## config.mk

```make
export PLATFORM = sky130hd
export DESIGN_NAME = hks_mul
export DESIGN_NICKNAME = d
export VERILOG_FILES = /design/src/rtl/hks_pkg.sv /design/src/rtl/hks_mul.sv
export SDC_FILE = /design/constraint.sdc
export NUM_CORES = 2
export LEC_CHECK = 0
export ABC_CLOCK_PERIOD_IN_PS = 5700
export BUFFER_PORTS_ARGS = -buffer_cell sky130_fd_sc_hd__buf_2
export CAP_MARGIN = 30
export CORE_MARGIN = 3
export CORE_UTILIZATION = 45
export DETAILED_ROUTE_END_ITERATION = 12
export PLACE_DENSITY_LB_ADDON = 0.25
export SLEW_MARGIN = 10
export SYNTH_ARGS = -nofsm -noshare
export SYNTH_HDL_FRONTEND = slang
export SYNTH_SLANG_ARGS = --single-unit
```

## constraint.sdc

```tcl
create_clock -name clk -period 5.7 [get_ports clk]
set_input_delay 0.285 -clock clk [delete_from_list [all_inputs] [get_ports clk]]
set_output_delay 0.285 -clock clk [all_outputs]
set_load 0.005 [all_outputs]
```

## src/rtl/hks_pkg.sv

```systemverilog
// Package for the histogram KS distance block: widths, storage depth and shared types.
// It depends on nothing else; the RAM, the multiplier and the top level import it.
package hks_pkg;

    localparam int MAX_BINS   = 256;
    localparam int ADDR_W     = $clog2(MAX_BINS);
    localparam int CNT_W      = $clog2(MAX_BINS + 1);
    localparam int FLUX_W     = 32;
    localparam int CUM_W      = 40;
    localparam int MUL_B_W    = CUM_W / 2;
    localparam int PROD_W     = CUM_W + MUL_B_W;
    localparam int WIDE_W     = 2 * CUM_W;
    localparam int FRAC_W     = 16;
    localparam int KS_W       = FRAC_W + 1;
    localparam int SUM_W      = 64;
    localparam int IN_DATA_W  = 2 * FLUX_W;
    localparam int OUT_PACK_W = KS_W + CUM_W + 2 * SUM_W;
    localparam int OUT_DATA_W = ((OUT_PACK_W + 7) / 8) * 8;
    localparam int OUT_USER_W = 2;
    localparam int DIV_CNT_W  = $clog2(FRAC_W);

    typedef logic [CUM_W-1:0]  cum_t;
    typedef logic [WIDE_W-1:0] wide_t;
    typedef logic [SUM_W-1:0]  sum_t;

    typedef struct packed {
        logic              we;
        logic [ADDR_W-1:0] addr;
        cum_t              cum_a;
        cum_t              cum_b;
    } ram_wr_t;

endpackage

```

## src/rtl/hks_mul.sv

```systemverilog
// Shared multiplier of 40 by 20 bits with a registered product.
// Depends on hks_pkg for its operand and product widths.
module hks_mul (
    input  logic                        clk,
    input  hks_pkg::cum_t               op_a,
    input  logic [hks_pkg::MUL_B_W-1:0] op_b,
    output logic [hks_pkg::PROD_W-1:0]  prod
);
    import hks_pkg::*;

    always_ff @(posedge clk)
    begin
        prod <= PROD_W'(op_a) * PROD_W'(op_b);
    end

endmodule

```

# [Word level (Yosys, flattened, before mapping)]
# Cells that the tools add are included.
[word_totals] in_bits=61 output_inout_bits=60 wordCells=2 reg_bits=60
[classes] multipliers=1
[op_table] cell="multiplier 40 x 20 -> 60 bit" n=1

# [Longest topological paths before layout]
[depth] depth_word=1 ltp_mapped=27 ltp_nobuf=25

# [Least setup slack after synthesis]
# No wires, ideal clock.
[synth_timing] path_kind="input port to flip-flop" from="input op_a[15]" to="register prod[50] in the netlist's numbering" setup_slack_ns=-0.605 n_path_buf=2 arrival_ns=6.183 path_stages=23 setup_time_ns=0.123 path_cell_list="clkbuf_1 -> nand2_1 -> fa_1 -> fa_1 -> fa_1 -> inv_1 -> fa_1 -> fa_1 -> fa_1 -> inv_1 -> fa_1 -> inv_1 -> ha_1 -> buf_6 -> a21o_1 -> o21bai_4 -> nor3_2 -> o21ai_1 -> a41o_1 -> a21o_1 -> a211oi_4 -> o21ai_2 -> xor2_1"
[synth_between] elab_chain_len=1
[synth_lines] item="start, declared" line="hks_mul.sv:5" text="input hks_pkg::cum_t op_a,"
[synth_lines] item="multiplier 40 x 20 -> 60 bit" line="hks_mul.sv:13" text="prod <= PROD_W'(op_a) * PROD_W'(op_b);"
[synth_lines] item="end signal, assigned" line="hks_mul.sv:13"
[synth_lines] item="end, declared" line="hks_mul.sv:7" text="output logic [hks_pkg::PROD_W-1:0] prod"
# No other way between the ends.

# [Worst setup path in the final report]
[layout_timing] from="input op_a[13]" to="register prod[55] in the netlist's numbering"
# The elaborated chain is that of the path after synthesis.

==> impl_metrics.py <==
metrics = {
    "sta": {
        "finalHoldViolCount": 0,
        "fin_crit_sh_pct": 107,
        "setup-tns-final_ns": -7.74,
        "rsz0062_at_grt": "yes",
        "slew_headroom_pct": 49.8,
        "max_freq_mhz": 164,
        "drv_slew": 0,
        "worst_slack_ns": -0.389,
        "worst_pin_slew_ns": 0.753,
        "setup_viol": 33,
        "period_needed_ns": 6.09,
    },
    "logic_synthesis": {
        "yosysSeqAreaShare_pct": 4.51,
        "synth-xor-area-share_pct": 1.94,
        "ys_top_cells_by_area": "fa_1, inv_1, ha_1",
        "yosys_warnings": 0,
        "synth_edf_count": 0,
        "yosys.area_share.adder_pct": 59.1,
        "synth_top_family_by_area": "adder cells",
        "synthSimpleGateAreaFrac_pct": 16.9,
        "async_reset_ff_share_pct": 0,
        "netlist.area_leader.share_pct": 51.1,
        "yosys_register_bits": 60,
        "syn-num-nets": 3931,
        "synth_compound_area_share_pct": 4.80,
        "netlist_instances": 3020,
        "synth_area_sq_um": 26600,
        "synth_area_leader_cell": "fa_1",
        "yosysUniqueCellTypes": 58,
        "syn_area_per_cell_sq_um": 8.82,
        "ys_dominant_reg_cell": "dfxtp_1",
        "synth_mux_area_share_pct": 0.0376,
    },
    "floorplan": {
        "initial_utilization_pct": 45.8,
        "num_io_pins": 121,
        "die_h_um": 249,
        "rows": 88,
        "die_area_sq_um": 62200,
        "core_sq_um": 58100,
        "die_w_um": 249,
    },
    "placement": {
        "dp_cells": 4112,
        "place_hpwl_mm": 65.2,
        "numPortBuffers": 120,
        "gp_congestion": 0.944,
        "post-place-ws_ns": -1.23,
    },
    "final_layout": {
        "regMostFlops": "prod",
        "diodes": 0,
        "synthToLayoutAreaGrowth_pct": 26.7,
        "largest_register_ff_count": 60,
        "top_regs": "prod: 60 flops",
        "nNetsFinal": 4335,
        "final_layout_size_suffix_gt1_share_pct": 25.5,
        "fin_cells": 4194,
        "final_common_cell": "inv_1",
        "mostFrequentLayoutCells": "inv_1, fa_1, nand2_1, buf_4, and2_1",
    },
    "cts": {
        "cts.sinks": 60,
        "cts_root_buf": "clkbuf_16",
        "cts_tree": "done",
        "clk_pin_slew_worst_paths_ns": 0.06,
        "clock_path_buffers": 2,
        "cts_buffers": 9,
        "htree_levels": 3,
    },
    "job": {
        "drv_cap": 0,
    },
    "status": {
        "status": "complete, but fails checks",
        "violations": "negative setup slack",
    },
    "route": {
        "wl_per_cell_um": 18.5,
        "wl_mm": 77.6,
        "vias": 21400,
        "drtIter0Drc": 956,
        "dr.pass1.iters": 5,
        "ant_nets": 0,
        "viasPerCell": 5.09,
        "drc": 0,
    },
    "global_route": {
        "grt_max_degree": 41,
        "grt.total_usage_pct": 24.7,
        "antenna_found_initial": 1,
        "grt_pass1_wl_mm": 124,
        "overflow": 0,
        "grt_pass1_vias": 24400,
    },
    "setup_path": {
        "startpoint_type": "input pin",
        "crit_path_end_kind": "flop",
        "path_max_fanout": 12,
        "required_ns": 5.93,
        "cp.arrival_ns": 6.32,
        "worst-setup-path-type": "input pin to flop",
    },
    "hold_path": {
        "hold_class": "input pin to flop",
    },
}
[cells by family (layout without fill, tap and decap cells)]
kind of cell	Yosys count	in the layout
DFF	60	60
buffers and inverters	899	1308
AOI/OAI and AO/OA	194	194
adders and majority gates	850	850
muxes	1	1
and+or+nand+nor	957	957
xor gates and xnor gates	59	59
[worst max-delay path, cell delays in order]
cell and delay [ns]:
buf_6 0.13, buf_6 0.14, and2_1 0.17, fa_1 0.58, fa_2 0.47, fa_1 0.54, fa_2 0.63, fa_1 0.44
fa_1 0.49, inv_1 0.05, fa_1 0.47, inv_1 0.06, ha_4 0.29, and4_4 0.23, o2bb2ai_2 0.11, nor3b_2 0.07
o21ai_2 0.21, o21ai_1 0.09, a21o_1 0.22, a21oi_4 0.29, buf_6 0.16, a21boi_2 0.05, xnor2_1 0.12
[through the flow]
| step | hold slack (ns) | instance area [sq um] | util (%) |
|---|---|---|---|
| 2_1_floorplan | 0.569 | 27200 | - |
| 3_3_place_gp | 0.668 | 30800 | 52.9 |
| 3_5_place_dp | 0.665 | 30800 | 52.9 |
| 4_1_cts | 0.543 | 32500 | 55.9 |
| 5_1_grt | 0.595 | 33700 | 58.0 |
| 6_report | 0.568 | 33700 | 58.0 |
[area by class of cell]
type,instances,area (sq um)
Clock buffer,9,225
Inverter,720,2700
Multi-Input combinational cell,2061,23500
Clock inverter,7,52.6
Timing Repair Buffer,572,5130
Sequential cell,60,1200
Tap cell,765,957
Fill cell,5098,24400
[final timing paths]
| check | start | to | slack (ns) | cells past startpoint |
|---|---|---|---|---|
| max | op_a[13] | prod[55]$_DFF_P_ | -0.39 | 23 |
| min | op_a[0] | prod[0]$_DFF_P_ | 0.57 | 4 |
[what timing repair did]
| item | CTS | global route |
|---|---|---|
| pin swaps | 123 | 135 |
| setup endpoints to repair | 43 | 41 |
| hold buffers | 0 | 0 |
| gates resized for setup | 293 | 211 |
| cloned | 4 | 9 |
| setup buffers | 19 | 38 |
[synth_stat cells (16+ instances only)]
cell	n
inv_1	720
a21o_1	31
nand4_1	16
ha_1	170
xnor2_1	38
xor2_1	21
fa_1	680
a21oi_1	67
dfxtp_1	60
o21ai_0	30
nor2_1	35
and2_1	305
nand2_1	555
clkbuf_1	173
[routing by layer]
layer	up-vias	GRT usage, %	wire length, um
met2	565	47.1	42600
met3	175	2.48	3440
met1	11100	28.4	28500
met5	-	0	0
met4	0	9.42	3100
li1	9491	-	-
Power is not shown: default switching activity piles up to over one toggle a cycle in this logic, so the estimate is an artifact.
